**src/rtl/core/jsu_pkg.sv**
```systemverilog
// shared types and codes for the json string unescape block
package jsu_pkg;

    localparam logic [1:0] KIND_DATA  = 2'd0;
    localparam logic [1:0] KIND_DONE  = 2'd1;
    localparam logic [1:0] KIND_ERROR = 2'd2;

    localparam logic [3:0] ERR_NONE       = 4'd0;
    localparam logic [3:0] ERR_EXPECTED   = 4'd1;
    localparam logic [3:0] ERR_UNTERM     = 4'd2;
    localparam logic [3:0] ERR_CTRL       = 4'd3;
    localparam logic [3:0] ERR_UNTERM_ESC = 4'd4;
    localparam logic [3:0] ERR_BAD_ESC    = 4'd5;
    localparam logic [3:0] ERR_TRUNC_U    = 4'd6;
    localparam logic [3:0] ERR_BAD_U      = 4'd7;
    localparam logic [3:0] ERR_LONE_HIGH  = 4'd8;
    localparam logic [3:0] ERR_BAD_LOW    = 4'd9;
    localparam logic [3:0] ERR_LONE_LOW   = 4'd10;

    localparam int JOB_DEPTH = 4;
    localparam int JOB_AW    = $clog2(JOB_DEPTH);

    typedef struct packed {
        logic [7:0] in_byte;
        logic       final_byte;
    } t_in_beat;

    typedef struct packed {
        logic [7:0] out_byte;
        logic [1:0] kind;
        logic [3:0] error_code;
        logic       run_last;
    } t_out_beat;

    typedef struct packed {
        logic       valid;
        logic [1:0] kind;
        logic [3:0] err;
    } t_tail;

    // all results caused by one input byte: data bytes first, then an optional tail
    typedef struct packed {
        logic [2:0]      ndata;
        logic [3:0][7:0] bytes;
        t_tail           tail;
    } t_job;

endpackage

```
**src/rtl/core/jsu_front.sv**
```systemverilog
// front end: parser state machine, turns each input beat into at most one job
module jsu_front
    import jsu_pkg::*;
(
    input  logic     i_clk,
    input  logic     i_rst_n,
    input  logic     i_accept,
    input  t_in_beat i_beat,
    output logic     o_job_valid,
    output t_job     o_job
);

    localparam logic [7:0] CH_QUOTE  = 8'h22;
    localparam logic [7:0] CH_BSLASH = 8'h5C;
    localparam logic [7:0] CH_U      = 8'h75;

    typedef enum logic [2:0] {
        IDLE, STR, ESC, HEX, WANT_BS, WANT_U
    } t_mode;

    t_mode       r_mode, n_mode;
    logic [15:0] r_acc, n_acc;
    logic [1:0]  r_cnt, n_cnt;
    logic        r_bad, n_bad;
    logic [9:0]  r_high, n_high;
    logic        r_low, n_low;

    logic [7:0]  c;
    logic        fin;
    logic        hex_ok;
    logic [3:0]  hex_val;
    logic [15:0] acc_next;
    logic        esc_ok;
    logic [7:0]  esc_val;
    logic [20:0] cp;
    t_job        job;

    function automatic t_tail fail_tail(input logic [3:0] err);
        t_tail t;
        t.valid = 1'b1;
        t.kind  = KIND_ERROR;
        t.err   = err;
        return t;
    endfunction

    function automatic void utf8_encode(input logic [20:0] v, output logic [2:0] n,
                                        output logic [3:0][7:0] b);
        b = '0;
        if (v < 21'h80) begin
            n    = 3'd1;
            b[0] = v[7:0];
        end else if (v < 21'h800) begin
            n    = 3'd2;
            b[0] = {3'b110, v[10:6]};
            b[1] = {2'b10, v[5:0]};
        end else if (v < 21'h10000) begin
            n    = 3'd3;
            b[0] = {4'b1110, v[15:12]};
            b[1] = {2'b10, v[11:6]};
            b[2] = {2'b10, v[5:0]};
        end else begin
            n    = 3'd4;
            b[0] = {5'b11110, v[20:18]};
            b[1] = {2'b10, v[17:12]};
            b[2] = {2'b10, v[11:6]};
            b[3] = {2'b10, v[5:0]};
        end
    endfunction

    assign c   = i_beat.in_byte;
    assign fin = i_beat.final_byte;

    always_comb begin
        hex_ok  = 1'b1;
        hex_val = 4'd0;
        if (c >= 8'h30 && c <= 8'h39) begin
            hex_val = c[3:0];
        end else if ((c >= 8'h61 && c <= 8'h66) || (c >= 8'h41 && c <= 8'h46)) begin
            hex_val = 4'(c[2:0] + 3'd1) + 4'd8;
        end else begin
            hex_ok = 1'b0;
        end
    end

    always_comb begin
        esc_ok  = 1'b1;
        esc_val = c;
        case (c)
            8'h22, 8'h5C, 8'h2F: esc_val = c;
            8'h62:               esc_val = 8'h08;
            8'h66:               esc_val = 8'h0C;
            8'h6E:               esc_val = 8'h0A;
            8'h72:               esc_val = 8'h0D;
            8'h74:               esc_val = 8'h09;
            default:             esc_ok  = 1'b0;
        endcase
    end

    assign acc_next = {r_acc[11:0], hex_val};

    always_comb begin
        if (r_low) begin
            cp = 21'h10000 + {1'b0, r_high, 10'd0} + {11'd0, acc_next[9:0]};
        end else begin
            cp = {5'd0, acc_next};
        end
    end

    always_comb begin
        n_mode = r_mode;
        n_acc  = r_acc;
        n_cnt  = r_cnt;
        n_bad  = r_bad;
        n_high = r_high;
        n_low  = r_low;
        job    = '0;
        case (r_mode)
            STR: begin
                if (c == CH_QUOTE) begin
                    job.tail = '{valid: 1'b1, kind: KIND_DONE, err: ERR_NONE};
                    n_mode   = IDLE;
                end else if (c < 8'h20) begin
                    job.tail = fail_tail(ERR_CTRL);
                    n_mode   = IDLE;
                end else if (c != CH_BSLASH) begin
                    job.ndata    = 3'd1;
                    job.bytes[0] = c;
                    if (fin) begin
                        job.tail = fail_tail(ERR_UNTERM);
                        n_mode   = IDLE;
                    end
                end else if (fin) begin
                    job.tail = fail_tail(ERR_UNTERM_ESC);
                    n_mode   = IDLE;
                end else begin
                    n_mode = ESC;
                end
            end
            ESC: begin
                if (esc_ok) begin
                    job.ndata    = 3'd1;
                    job.bytes[0] = esc_val;
                    n_mode       = STR;
                    if (fin) begin
                        job.tail = fail_tail(ERR_UNTERM);
                        n_mode   = IDLE;
                    end
                end else if (c == CH_U) begin
                    n_mode = HEX;
                    n_acc  = '0;
                    n_cnt  = '0;
                    n_bad  = 1'b0;
                    n_low  = 1'b0;
                    if (fin) begin
                        job.tail = fail_tail(ERR_TRUNC_U);
                        n_mode   = IDLE;
                    end
                end else begin
                    job.tail = fail_tail(ERR_BAD_ESC);
                    n_mode   = IDLE;
                end
            end
            HEX: begin
                n_acc = acc_next;
                n_bad = r_bad | ~hex_ok;
                if (r_cnt != 2'd3) begin
                    n_cnt = 2'(r_cnt + 2'd1);
                    if (fin) begin
                        job.tail = fail_tail(ERR_TRUNC_U);
                        n_mode   = IDLE;
                    end
                end else begin
                    n_cnt = '0;
                    if (n_bad) begin
                        job.tail = fail_tail(ERR_BAD_U);
                        n_mode   = IDLE;
                    end else if (r_low && (acc_next < 16'hDC00 || acc_next > 16'hDFFF)) begin
                        job.tail = fail_tail(ERR_BAD_LOW);
                        n_mode   = IDLE;
                    end else if (!r_low && acc_next >= 16'hD800 && acc_next <= 16'hDBFF) begin
                        n_high = acc_next[9:0];
                        n_mode = WANT_BS;
                        if (fin) begin
                            job.tail = fail_tail(ERR_LONE_HIGH);
                            n_mode   = IDLE;
                        end
                    end else if (!r_low && acc_next >= 16'hDC00 && acc_next <= 16'hDFFF) begin
                        job.tail = fail_tail(ERR_LONE_LOW);
                        n_mode   = IDLE;
                    end else begin
                        utf8_encode(cp, job.ndata, job.bytes);
                        n_low  = 1'b0;
                        n_mode = STR;
                        if (fin) begin
                            job.tail = fail_tail(ERR_UNTERM);
                            n_mode   = IDLE;
                        end
                    end
                end
            end
            WANT_BS: begin
                if (c != CH_BSLASH || fin) begin
                    job.tail = fail_tail(ERR_LONE_HIGH);
                    n_mode   = IDLE;
                end else begin
                    n_mode = WANT_U;
                end
            end
            WANT_U: begin
                if (c != CH_U) begin
                    job.tail = fail_tail(ERR_LONE_HIGH);
                    n_mode   = IDLE;
                end else begin
                    n_mode = HEX;
                    n_acc  = '0;
                    n_cnt  = '0;
                    n_bad  = 1'b0;
                    n_low  = 1'b1;
                    if (fin) begin
                        job.tail = fail_tail(ERR_TRUNC_U);
                        n_mode   = IDLE;
                    end
                end
            end
            default: begin
                n_mode = IDLE;
                if (c != CH_QUOTE) begin
                    job.tail = fail_tail(ERR_EXPECTED);
                end else begin
                    n_mode = STR;
                    if (fin) begin
                        job.tail = fail_tail(ERR_UNTERM);
                        n_mode   = IDLE;
                    end
                end
            end
        endcase
    end

    assign o_job       = job;
    assign o_job_valid = i_accept && (job.ndata != 3'd0 || job.tail.valid);

    always_ff @(posedge i_clk) begin
        if (!i_rst_n) begin
            r_mode <= IDLE;
            r_acc  <= '0;
            r_cnt  <= '0;
            r_bad  <= 1'b0;
            r_high <= '0;
            r_low  <= 1'b0;
        end else if (i_accept) begin
            r_mode <= n_mode;
            r_acc  <= n_acc;
            r_cnt  <= n_cnt;
            r_bad  <= n_bad;
            r_high <= n_high;
            r_low  <= n_low;
        end
    end

endmodule

```
**src/rtl/core/jsu_job_fifo.sv**
```systemverilog
// short job queue between front and back end
module jsu_job_fifo
    import jsu_pkg::*;
(
    input  logic i_clk,
    input  logic i_rst_n,
    input  logic i_wr,
    input  t_job i_wdata,
    input  logic i_rd,
    output t_job o_rdata,
    output logic o_empty,
    output logic o_full
);

    t_job              r_mem [JOB_DEPTH];
    logic [JOB_AW-1:0] r_wp, r_rp;
    logic [JOB_AW:0]   r_cnt;

    assign o_rdata = r_mem[r_rp];
    assign o_empty = (r_cnt == '0);
    assign o_full  = (r_cnt == (JOB_AW+1)'(JOB_DEPTH));

    always_ff @(posedge i_clk) begin
        if (i_wr) begin
            r_mem[r_wp] <= i_wdata;
        end
    end

    always_ff @(posedge i_clk) begin
        if (!i_rst_n) begin
            r_wp  <= '0;
            r_rp  <= '0;
            r_cnt <= '0;
        end else begin
            if (i_wr) begin
                r_wp <= r_wp + 1'b1;
            end
            if (i_rd) begin
                r_rp <= r_rp + 1'b1;
            end
            if (i_wr && !i_rd) begin
                r_cnt <= r_cnt + 1'b1;
            end else if (!i_wr && i_rd) begin
                r_cnt <= r_cnt - 1'b1;
            end
        end
    end

endmodule

```
**src/rtl/core/jsu_back.sv**
```systemverilog
// back end: walks each job one result at a time into the output register
module jsu_back
    import jsu_pkg::*;
(
    input  logic      i_clk,
    input  logic      i_rst_n,
    input  t_job      i_job,
    input  logic      i_job_empty,
    output logic      o_job_pop,
    output t_out_beat o_beat,
    output logic      o_empty,
    input  logic      i_pop
);

    logic [2:0] r_idx;
    logic       r_valid;
    t_out_beat  r_beat, n_beat;
    logic [2:0] total;
    logic       last;
    logic       load;

    assign total = i_job.ndata + {2'd0, i_job.tail.valid};
    assign last  = (r_idx == 3'(total - 3'd1));
    assign load  = !i_job_empty && (!r_valid || i_pop);

    always_comb begin
        n_beat.run_last = last;
        if (r_idx < i_job.ndata) begin
            n_beat.out_byte   = i_job.bytes[r_idx[1:0]];
            n_beat.kind       = KIND_DATA;
            n_beat.error_code = ERR_NONE;
        end else begin
            n_beat.out_byte   = 8'd0;
            n_beat.kind       = i_job.tail.kind;
            n_beat.error_code = i_job.tail.err;
        end
    end

    assign o_job_pop = load && last;
    assign o_beat    = r_beat;
    assign o_empty   = !r_valid;

    always_ff @(posedge i_clk) begin
        if (load) begin
            r_beat <= n_beat;
        end
    end

    always_ff @(posedge i_clk) begin
        if (!i_rst_n) begin
            r_valid <= 1'b0;
            r_idx   <= '0;
        end else begin
            if (load) begin
                r_valid <= 1'b1;
                r_idx   <= last ? 3'd0 : 3'(r_idx + 3'd1);
            end else if (i_pop) begin
                r_valid <= 1'b0;
            end
        end
    end

endmodule

```
**src/rtl/core/json_string_unescape_utf8.sv**
```systemverilog
// top level of the json string literal unescaper with utf-8 output
//
// input side is a queue write port: a beat (text byte plus final flag) is taken
// at an edge with push high and full low. result side is a queue read port:
// while empty is low the oldest result (byte, kind, error code, run_last) is on
// o_data, and pop at such an edge takes it.
// each input byte yields zero to five results; zero-result bytes (escape prefix,
// hex digits) leave no trace on the output. the front end parses one byte per
// cycle while full is low and hands any results as a job to a four-entry job
// queue; the back end drains one result per cycle into the output register
// while that register is empty or being popped. a byte's results pass through
// the job queue and then the output register before they reach o_data.
// throughput: one byte per cycle while bytes give at most one result each and
// pop is high; a byte with several results holds the back end until each has
// been loaded, and full rises once the job queue is full.
// when the receiver stalls, results wait in the output register and the job
// queue, nothing is dropped. synchronous reset returns the parser to waiting
// for an opening quote and empties both queues.
module json_string_unescape_utf8
    import jsu_pkg::*;
(
    input  logic      i_clk,
    input  logic      i_rst_n,
    input  logic      push,
    output logic      full,
    input  t_in_beat  i_data,
    output logic      empty,
    input  logic      pop,
    output t_out_beat o_data
);

    logic accept;
    logic job_valid;
    t_job job_in;
    t_job job_out;
    logic job_empty;
    logic job_pop;

    assign accept = push && !full;

    jsu_front u_front (
        .i_clk       (i_clk),
        .i_rst_n     (i_rst_n),
        .i_accept    (accept),
        .i_beat      (i_data),
        .o_job_valid (job_valid),
        .o_job       (job_in)
    );

    jsu_job_fifo u_fifo (
        .i_clk   (i_clk),
        .i_rst_n (i_rst_n),
        .i_wr    (job_valid),
        .i_wdata (job_in),
        .i_rd    (job_pop),
        .o_rdata (job_out),
        .o_empty (job_empty),
        .o_full  (full)
    );

    jsu_back u_back (
        .i_clk       (i_clk),
        .i_rst_n     (i_rst_n),
        .i_job       (job_out),
        .i_job_empty (job_empty),
        .o_job_pop   (job_pop),
        .o_beat      (o_data),
        .o_empty     (empty),
        .i_pop       (pop)
    );

endmodule

```
**config.mk**
```make
export PLATFORM = sky130hd
export DESIGN_NAME = json_string_unescape_utf8
export DESIGN_NICKNAME = d
export VERILOG_FILES = /design/src/rtl/core/jsu_pkg.sv /design/src/rtl/core/jsu_front.sv /design/src/rtl/core/jsu_job_fifo.sv /design/src/rtl/core/jsu_back.sv /design/src/rtl/core/json_string_unescape_utf8.sv
export SDC_FILE = /design/constraint.sdc
export NUM_CORES = 1
export LEC_CHECK = 0
export ABC_AREA = 0
export BUFFER_PORTS_ARGS = -buffer_cell sky130_fd_sc_hd__buf_2
export CAP_MARGIN = 20
export CORE_UTILIZATION = 70
export CTS_BUF_LIST = sky130_fd_sc_hd__clkbuf_2
export CTS_CLUSTER_SIZE = 30
export DETAILED_ROUTE_END_ITERATION = 10
export GPL_TIMING_DRIVEN = 1
export MAX_ROUTING_LAYER = met4
export PLACE_DENSITY = 0.86
export SYNTH_ARGS = -nofsm -noshare
export SYNTH_HDL_FRONTEND = slang
export SYNTH_HIERARCHICAL = 1
export SYNTH_SLANG_ARGS = --single-unit
```
**constraint.sdc**
```tcl
create_clock -name i_clk -period 11.75 [get_ports i_clk]
set_input_delay 2.35 -clock i_clk [delete_from_list [all_inputs] [get_ports i_clk]]
set_output_delay 2.35 -clock i_clk [all_outputs]
set_load 0.02 [all_outputs]
```
**Yosys cells after proc, flatten, opt, wreduce, memory -nomap -nowiden**

Memory sizes are Yosys's and may differ from the RTL's. A register that Yosys moved wholly into a read port is not among the register bits.
Index checks and enable logic that the tools add are counted.

- Input port bits: 13
- Memories kept: 1
- Output and inout bits: 17
- ROM bits: 0
- Bits in registers: 55
- Word-level logic and storage cells: 213
- Latch bits: 0
- Memory bits (writable): 168

Memories:

| memory | depth | bits a word | rd ports | clocked after Yosys merged registers in | wr ports | line | text |
|---|---|---|---|---|---|---|---|
| u_fifo.r_mem | 4 | 42 | 1 | 1 | 1 | jsu_job_fifo.sv:15 | `t_job r_mem [JOB_DEPTH];` |

- Eq/ne operators: 28
- Add/sub/neg operators: 12
- Reduce and logical (&&, ||, !) cells: 34
- $mul: 0
- Muxes and demuxes: 100
- Div/mod/pow operators: 0
- Shifts and indexed selects: 0
- $lt $le $gt $ge: 18
- Bitwise operators: 5

Operators by type and width:

| operator | count |
|---|---|
| 2-to-1 mux 35 bit | 5 |
| 2-to-1 mux 7 bit | 17 |
| 2-to-1 mux 3 bit | 20 |
| equality test 8 x 7 -> 1 bit, second input constant | 7 |
| 2-to-1 mux 8 bit | 7 |
| 2-to-1 mux 24 bit | 2 |
| one-hot mux 8 bit (5 select lines) | 1 |
| 2-to-1 mux 12 bit | 3 |
| one-hot mux 12 bit (3 select lines) | 1 |
| one-hot mux 7 bit (5 select lines) | 1 |
| >= comparator 16 bit, second input constant | 2 |
| less-or-equal comparator 16 bit, second input constant | 2 |
| 2-to-1 mux 16 bit | 2 |
| one-hot mux 8 bit (3 select lines) | 1 |
| 2-to-1 mux 22 bit | 1 |
| adder 17 x 20 -> 21 bit, first input constant | 1 |
| adder 21 x 10 -> 21 bit | 1 |
| less-than comparator 21 x 12 -> 1 bit, second input constant | 1 |
| less-than comparator 21 x 17 -> 1 bit, second input constant | 1 |
| less-than comparator 21 x 8 -> 1 bit, second input constant | 1 |
| 2-to-1 mux 21 bit | 1 |
| 2-to-1 mux 1 bit | 20 |
| 2-to-1 mux 2 bit | 10 |
| binary-select mux 8 bit (select 2 bit) | 1 |
| 41 further kinds | 88 |

**Logic depth before layout (Yosys ltp)**

Gate-level depths: netlist of the first run.

- Depth in word-level cells: 24
- Mapped depth: 16
- Gate-level depth less buffers: 14

**Hierarchy**

Netlist of the first run, hierarchy kept.

By module, submodules not included:

| module | cells an instance | area each (µm²) | instances | seq. area each (µm²) |
|---|---|---|---|---|
| jsu_job_fifo | 263 | 6558.8 | 1 | 5225.0 |
| jsu_front | 407 | 2979.1 | 1 | 580.6 |
| jsu_back | 77 | 1052.3 | 1 | 530.5 |
| json_string_unescape_utf8 | 1 | 13.8 | 1 | 0.0 |

**Worst setup path after synthesis of the first run**

Ideal clock, no wire load.

- Path kind: input to register
- Start point: input port i_data[2] (netlist bit)
- End point: memory u_fifo/r_mem[0][0] (netlist bit) (enable)
- Arrival: 5.365 ns
- Cell stages on the path: 9
- Data required time: 11.347 ns
- Library setup time: 0.403 ns
- Buffers on the path: 0
- Setup slack: 5.981 ns
- Cell sequence: inv_1 ha_1 o21bai_1 a2111oi_1 nor2_2 nor4_4 o32ai_1 a21oi_1 and2_1

- Cells in the longest elaborated chain, start to end: 22
- Elaborated cells between the ends (all ways): 83
- Classes of those cells: add/sub: 3; order compare: 16; eq/ne: 12; mux: 35; bitwise: 2; reduce/logical: 15

RTL lines:

| what | line | text |
|---|---|---|
| start, declared | json_string_unescape_utf8.sv:26 | `input t_in_beat i_data,` |
| branches (longest 18 deep; another with adder 21 x 10 -> 21 bit) | - |  |
| logical OR 1 bit (*) | jsu_front.sv:241 | `assign o_job_valid = i_accept && (job.ndata != 3'd0 \|\| job.tail.valid);` |
| logical AND 1 bit (*) | jsu_front.sv:241 |  |
| net job_valid | json_string_unescape_utf8.sv:33 | `logic job_valid;` |
| 2-to-1 mux 1 bit (*) | jsu_job_fifo.sv:24 | `if (i_wr) begin` |
| 2-to-1 mux 1 bit (implied by the code) (*) | jsu_job_fifo.sv:25 | `r_mem[r_wp] <= i_wdata;` |
| end, declared | jsu_job_fifo.sv:15 |  |

Mark *: on every way through the listed nets, which the timed path passes.

**Worst setup path in the final report of the first run**

- Start point: input port i_data[1] (netlist bit)
- End point: register u_fifo.r_cnt[2]

- Cells in the longest elaborated chain, start to end: 23
- Elaborated cells between the ends (all ways): 86
- Classes of those cells: add/sub: 3; order compare: 16; eq/ne: 12; mux: 34; bitwise: 2; reduce/logical: 19

RTL lines:

| what | line | text |
|---|---|---|
| branches (longest 18 deep; another with adder 21 x 10 -> 21 bit) | - |  |
| logical OR 1 bit (*) | jsu_front.sv:241 |  |
| logical AND 1 bit (*) | jsu_front.sv:241 |  |
| net job_valid | json_string_unescape_utf8.sv:33 |  |
| logical NOT 1 bit | jsu_job_fifo.sv:43 | `end else if (!i_wr && i_rd) begin` |
| logical AND 1 bit | jsu_job_fifo.sv:43 |  |
| nonzero test 2 bit (no line) | - |  |
| end signal, assigned | jsu_job_fifo.sv:42 | `r_cnt <= r_cnt + 1'b1;` |
| end signal, assigned | jsu_job_fifo.sv:44 | `r_cnt <= r_cnt - 1'b1;` |
| end, declared | jsu_job_fifo.sv:17 | `logic [JOB_AW:0] r_cnt;` |

Marks and branches as above.
A chain may end at the register's enable or synchronous reset.

==> results by group, run 1 <==
Status
  – Outcome: complete, but fails checks
  – Violated checks: design-rule violations

CTS
  – Clock slew seen by the registers of the worst setup and hold paths: 0.10 ns
  – CTS sink cnt: 225
  – Clock root buffer master: clkbuf_2
  – Clock buffer depth: 3
  – Clock latency on the worst-skew pair: 0.79 ns
  – # H-tree levels: 2
  – Setup repair bufs after CTS: 0
  – TritonCTS Buffers: 52
  – Post-CTS Hold Fix Bufs: 0
  – Clock tree from TritonCTS: yes
  – Post-cts sizing count: 0

Setup path
  – Critical path endpoint category: flip-flop
  – Category of the critical setup timing path: input pin to flip-flop
  – Data required time of the critical path: 12.46 ns
  – Startpoint type of the worst setup path: input pin
  – Worst EP arrival: 6.49 ns
  – Maximum fanout along the worst path: 9

Route
  – Routed length per placed instance: 24.0 um
  – Vias post-DR: 6,992
  – Average via count per standard cell: 6.86
  – 1st-pass router iterations: 11
  – Final routed DRC violation total: 2
  – Overall routed net length: 24,500 um
  – Number of antenna-violating nets in the routed design: 0
  – Number of design-rule violations left by the first detailed-router iteration: 955

STA
  – Worst max-slew margin expressed relative to the limit: 0.247
  – Final count of hold timing violations: 0
  – Clock skew: 0.0683 ns
  – Total count of max-transition violations in the final report: 0
  – Transition time at the pin with the least slew margin: 1.12 ns
  – Hold WS: 0.498 ns
  – Final worst path period share: 0.492
  – Aggregate negative setup slack: 0 ns
  – Achievable clock frequency: 173 MHz
  – Shortest period the worst path allows: 5.78 ns
  – Final setup viols: 0
  – RSZ-0062 raised after global routing: no

Synth
  – Number of enable-type register cells in the synthesized netlist: 183
  – Mean post-synth cell area: 14.2 um^2
  – Register area share after synthesis: 0.598
  – Library cells used by synthesis: 86
  – Fraction of post-synthesis cell area in the top cell type by area: 0.518
  – Post-synth design cell area: 10,600 um^2
  – Gate Count Post-Synth: 748
  – Most used flip-flop cell after synthesis: edfxtp_1
  – Count of state elements after synthesis: 225
  – Cell types with the largest area share after synthesis: edfxtp_1 52%, mux4_2 10%, dfxtp_1 7.9%, ha_1 2.0%, nor2b_1 2.0%
  – Largest area contributor in the netlist: edfxtp_1
  – Share of synthesized flip-flops with an asynchronous set or reset: 0
  – Count of warnings emitted by yosys: 6

Cells and area
  – Post-route standard cell area excluding fillers: 11,300 um^2
  – Post-layout utilization of the core: 0.771
  – Most common library cell in the layout ignoring fill and taps: edfxtp_1
  – Growth of design area from synthesis to finish: 6.44%
  – Fraction of final layout cells with drive strength greater than 1: 0.230
  – Number of nets at the end of the flow: 827
  – Most frequent cells in the layout: 183 x edfxtp_1, 76 x clkbuf_2, 48 x mux4_2

Global route
  – Met3 track utilization from global routing: 0.0578
  – Busiest metal layer after global routing: met2
  – Antenna violations before repair: 1
  – First-pass GRT wire length: 38,100 um
  – Grt met2 use: 0.543
  – Global-route usage over all layers: 0.334
  – Met1 global-route usage: 0.436
  – Maximum number of pins on one net before global-route repair: 45
  – Via count of the first global-routing pass: 6,824
  – Total grt overflow: 0

Placed design
  – Count of input and output buffers: 29
  – Instance area at placement: 10,700 um^2
  – Detailed placer's ending HPWL: 16,300 um
  – Weighted congestion at the end of routability-driven global placement: 0.997

Power
  – Power density over the cells: 186 nW/um^2
  – Peak ir drop on the vdd network: 0.125 mV
  – Leak pwr: 3.86 nW

Min path
  – Worst hold path class: flip-flop to flip-flop

Floorplanning
  – Core ar.: 14,600 um^2
  – Die area: 15,600 um^2
  – Placement Rows: 44
  – X dimension of the die: 125 um
  – Height of the chip: 125 um
  – IO Count: 30
  – Starting density of the core: 0.724

Flow run
  – Number of violations of the max-capacitance limit: 0
[registers in the layout, indices dropped and copies added, names as in the netlist, named ones only]
register        cells
u_back/o_beat      15
u_back/r_valid      1
u_front/r_cnt       2
u_fifo/r_rp         2
u_front/r_high     10
u_fifo/r_wp         2
u_fifo/r_mem      168
u_front/r_acc      12
u_back/r_idx        3
u_front/r_bad       1
u_front/r_mode      3
u_front/r_low       1
u_fifo/r_cnt        3
[per-layer routing]
| metal | share of wire | routed length [um] |
|---|---|---|
| met3 | 0.083 | 2020 |
| met4 | 0.026 | 631 |
| met2 | 0.49 | 12100 |
| met5 | 0 | 0 |
| met1 | 0.40 | 9740 |
[path summary, 6_finish.rpt]
check | slack [ns] | end | cells after the start | start
max | 5.97 | u_fifo/r_cnt[2] | 15 | i_data[1]
min | 0.50 | u_front/r_cnt[0] | 2 | u_front/r_cnt[0]
max reg2reg | 7.64 | u_fifo/r_cnt[2] | 11 | u_front/r_low
min reg2reg | 0.50 | u_front/r_cnt[0] | 2 | u_front/r_cnt[0]
[power breakdown]
part	internal, mW	total (mW)	switching [mW]
Sequential	0.996	1.05	0.0531
Clock	0.195	0.485	0.289
Combinational	0.254	0.564	0.310
Total	1.44	2.10	0.653
[worst max-delay path, stage by stage]
cell	delay [ns]
buf_2	0.16
inv_1	0.10
ha_1	0.25
o21bai_1	0.11
a2111oi_1	0.75
nor2_2	0.18
nor4_4	0.37
o32ai_1	0.18
a21oi_1	0.63
ha_1	0.30
inv_1	0.06
fa_1	0.37
xor2_1	0.18
or3_1	0.30
a21boi_0	0.20
[logic make-up after synthesis]
family | count (synthesis) | synth area share
XOR/XNOR | 9 | 0.00873
AND/OR/NAND/NOR | 207 | 0.111
AO/OA/AOI/OAI | 149 | 0.100
flip-flops | 225 | 0.598
adder cells (fa/ha/maj) | 18 | 0.0219
buffers and inverters | 71 | 0.0358
multiplexers | 68 | 0.124
other | 1 | 0.000354
[metrics by stage]
| step | setup slack, ns | instances | power [mW] |
|---|---|---|---|
| detailed placement | 5.26 | 922 | 1.62 |
| global route | 5.69 | 1019 | 2.19 |
| floorplan | 5.98 | 750 | 1.49 |
| finish | 5.97 | 1019 | 2.10 |
| CTS | 6.07 | 1014 | 2.10 |
| global placement | 5.42 | 921 | 1.58 |
[cells in the mapped netlist (all sizes together) (6+ instances only)]
| master | count |
|---|---|
| a22oi | 25 |
| o21ai | 23 |
| nor3b | 6 |
| ha | 17 |
| buf | 22 |
| mux4 | 50 |
| a21oi | 21 |
| nand3 | 10 |
| nand2 | 32 |
| a211oi | 7 |
| and3 | 8 |
| inv | 27 |
| a21boi | 7 |
| nor2 | 44 |
| nor2b | 35 |
| a31oi | 7 |
| o211ai | 8 |
| nand2b | 11 |
| edfxtp | 183 |
| mux2i | 15 |
| and2 | 17 |
| nor3 | 12 |
| clkbuf | 21 |
| nor4 | 6 |
| dfxtp | 42 |
[area by class of cell]
class | instances | area (um^2)
flip-flops and latches | 225 | 6340
multi-input cells | 454 | 3900
fillers | 897 | 3360
clock buffers | 76 | 380
repair buffers | 35 | 236
well taps | 184 | 230
inverters | 28 | 105
clock inverters | 16 | 92.6
diodes | 1 | 2.50
No activity file was read; power rests on OpenSTA's default activity.
==> run 2, diff against run 1 <==
Settings changed: CORE_UTILIZATION 70 to 65, PLACE_DENSITY 0.86 to 0.81.
Clock period 11.75 ns to 5.9 ns, I/O delays scaled along.
==> results by group, run 2 (synthesis gave the netlist of run 1 again) <==
Status
  – Outcome: finished clean

Route
  – Routed length per placed instance: 22.8 um (-5.0%)
  – 1st-pass router iterations: 6 (-5)
  – Vias post-DR: 6,949 (-0.61%)
  – Number of antenna-violating nets in the routed design: 0 (unchanged)
  – Number of design-rule violations left by the first detailed-router iteration: 852 (-11%)
  – Final routed DRC violation total: 0 (-2)
  – Overall routed net length: 24,200 um (-1.4%)
  – Average via count per standard cell: 6.57 (-4.3%)

Global route
  – Maximum number of pins on one net before global-route repair: 45 (unchanged)
  – Via count of the first global-routing pass: 6,867 (+0.63%)
  – Total grt overflow: 0 (unchanged)
  – Antenna violations before repair: 0 (-1)
  – Global-route usage over all layers: 0.308 (-0.0263)
  – First-pass GRT wire length: 37,000 um (-2.8%)

Cells and area
  – Antenna cells: 0 (-1)
  – Most common library cell in the layout ignoring fill and taps: edfxtp_1
  – Number of inserted filler cells in the final layout: 1,084 (+21%)
  – Fraction of final layout cells with drive strength greater than 1: 0.232 (+0.00138)
  – Number of nets at the end of the flow: 830 (+0.36%)
  – Register with the highest flop count: u_fifo/r_mem
  – Most frequent cells in the layout: 183 x edfxtp_1, 78 x clkbuf_2, 48 x mux4_2
  – Post-layout utilization of the core: 0.713 (-0.0574)
  – Growth of design area from synthesis to finish: 6.87%
  – Number of flip-flops in the largest register: 168 (unchanged)

Flow run
  – Number of violations of the max-capacitance limit: 0 (unchanged)

Setup path
  – Worst Reg2Reg Path Length in Cells: 7 (-4)
  – Startpoint type of the worst setup path: input pin
  – Category of the critical setup timing path: input pin to flip-flop
  – Critical path origin: i_data[2]
  – Data required time of the critical path: 6.37 ns (-6.09 ns)
  – Worst setup slack for register-to-register paths: 1.82 ns (-5.82 ns)
  – CP cell instances: buf_2, inv_1, ha_1, o21bai_1, a2111oi_1, nor2_2, nor4_4, o32ai_1, a21oi_1, and2_2, buf_4
  – Worst flop-to-flop path endpoint: u_fifo/r_mem[2][25]
  – Largest incremental delay on the critical path: 0.79 ns (+0.04 ns)
  – Capture point of the critical path: u_fifo/r_mem[2][25]
  – Startpoint of the worst register-to-register path: u_front/r_low
  – Critical path endpoint category: flip-flop
  – Worst EP arrival: 4.91 ns (-1.58 ns)
  – Maximum fanout along the worst path: 28 (+19)
  – Critical path's slowest cell: and2_2

Floorplanning
  – Placement Rows: 46 (+4.5%)
  – X dimension of the die: 130 um (+3.7%)
  – Die area: 16,800 um^2 (+7.6%)
  – Core ar.: 15,900 um^2 (+8.5%)
  – Height of the chip: 130 um (+3.7%)
  – IO Count: 30 (unchanged)
  – Starting density of the core: 0.668 (-0.0566)

Placed design
  – Weighted congestion at the end of routability-driven global placement: 0.972 (-2.5%)
  – Detailed placer's ending HPWL: 16,300 um (-0.44%)
  – Count of input and output buffers: 29 (unchanged)

Min path
  – Worst hold path class: flip-flop to flip-flop
  – Number of cells on the worst hold path: 2 (unchanged)

STA
  – Shortest period the worst path allows: 4.44 ns
  – Final setup viols: 0 (unchanged)
  – RSZ-0062 raised after global routing: no
  – Achievable clock frequency: 225 MHz
  – Clock skew: 0.0634 ns (-0.00495 ns)
  – Worst max-slew margin expressed relative to the limit: 0.272 (+0.0253)
  – Total count of max-transition violations in the final report: 0 (unchanged)
  – Transition time at the pin with the least slew margin: 1.09 ns (-0.0261 ns)
  – Final count of hold timing violations: 0 (unchanged)
  – Final worst path period share: 0.753
  – Aggregate negative setup slack: 0 ns (unchanged)

CTS
  – Clock slew seen by the registers of the worst setup and hold paths: 0.10 ns (about the same)
  – Post-CTS Hold Fix Bufs: 0 (unchanged)
  – Setup repair bufs after CTS: 0 (unchanged)
  – TritonCTS Buffers: 53 (+1.9%)
  – # H-tree levels: 2 (unchanged)
  – Clock root buffer master: clkbuf_2
  – Clock tree from TritonCTS: yes
  – CTS sink cnt: 225 (unchanged)
  – Clock buffer depth: 3 (unchanged)
  – Post-cts sizing count: 0 (unchanged)
  – Clock latency on the worst-skew pair: 0.82 ns (+0.03 ns)

Power
  – Combinational Power Share: 0.259 (-0.010)
  – Internal power contribution: 2.88 mW (+99%)
  – Switching power summed over all nets: 1.30 mW (+98%)
  – Sw frac: 0.310 (-0.00118)
  – Clock network power share: 0.236 (+0.005)
  – Power share of the sequential group: 0.505 (+0.005)
  – Power density over the cells: 369 nW/um^2 (+98%)
  – Peak ir drop on the vdd network: 0.202 mV (+62%)
  – Leak pwr: 3.88 nW (+0.38%)
-- run 2: cell types whose count changed in the layout (fill, tap and decap cells not counted), sizes merged --
cell / before / now
clkinvlp: 0 / 1
clkbuf: 76 / 78
diode: 1 / 0
buf: 35 / 37
clkinv: 15 / 19
inv: 28 / 27
-- run 2: per-stage QoR --
stage	hold WS, ns	area [um^2]	power, mW	setup WS [ns]	instances
2_1_floorplan	0.456	10600	2.98	1.30	750
3_3_place_gp	0.465	10800	3.16	0.920	960
3_5_place_dp	0.481	10800	3.22	0.788	960
4_1_cts	0.496	11300	4.21	1.62	1058
5_1_grt	0.530	11300	4.38	1.30	1058
6_report	0.490	11300	4.18	1.46	1058
-- run 2: how the worst min path moves through the flow --
| stage | startpoint | endpoint |
|---|---|---|
| global route | u_front/r_cnt[0] | u_front/r_cnt[0] |
| global placement | u_front/r_cnt[0] | u_front/r_cnt[0] |
| floorplan | u_front/r_cnt[0] | u_front/r_cnt[0] |
| finish | u_front/r_cnt[0] | u_front/r_cnt[0] |
| CTS | u_front/r_cnt[0] | u_front/r_cnt[0] |
| detailed placement | u_front/r_cnt[0] | u_front/r_cnt[0] |
-- run 2: final cells by class --
type / count / area [um^2] / share of cell area
multi-input combinational: 454 / 3900 / 0.344
clock inverter: 20 / 109 / 0.00961
tap: 216 / 270 / 0.0238
inverter: 28 / 105 / 0.00927
clock buffer: 78 / 390 / 0.0344
sequential: 225 / 6340 / 0.559
timing repair buffer: 37 / 218 / 0.0192
-- run 2: worst max-delay path: cells and delay by family --
kind            cells  cell delay, ns
compound gates      4            1.55
fa+ha+maj           1            0.24
buf+inv             3            0.55
simple gates        3            1.38
-- run 2: layer usage --
layer / GRT usage / routed length, um
met1: 0.392 / 9760
met2: 0.500 / 12000
met3: 0.0562 / 1790
met4: 0.110 / 568
met5: - / 0
-- run 2: power groups by stage --
stage | Combinational (mW) | Sequential (mW) | Clock, mW
finish | 1.08 | 2.11 | 0.988
global route | 1.16 | 2.13 | 1.09
CTS | 1.09 | 2.11 | 1.01
detailed placement | 1.08 | 2.14 | 0
global placement | 1.04 | 2.12 | 0
floorplan | 0.834 | 2.14 | 0
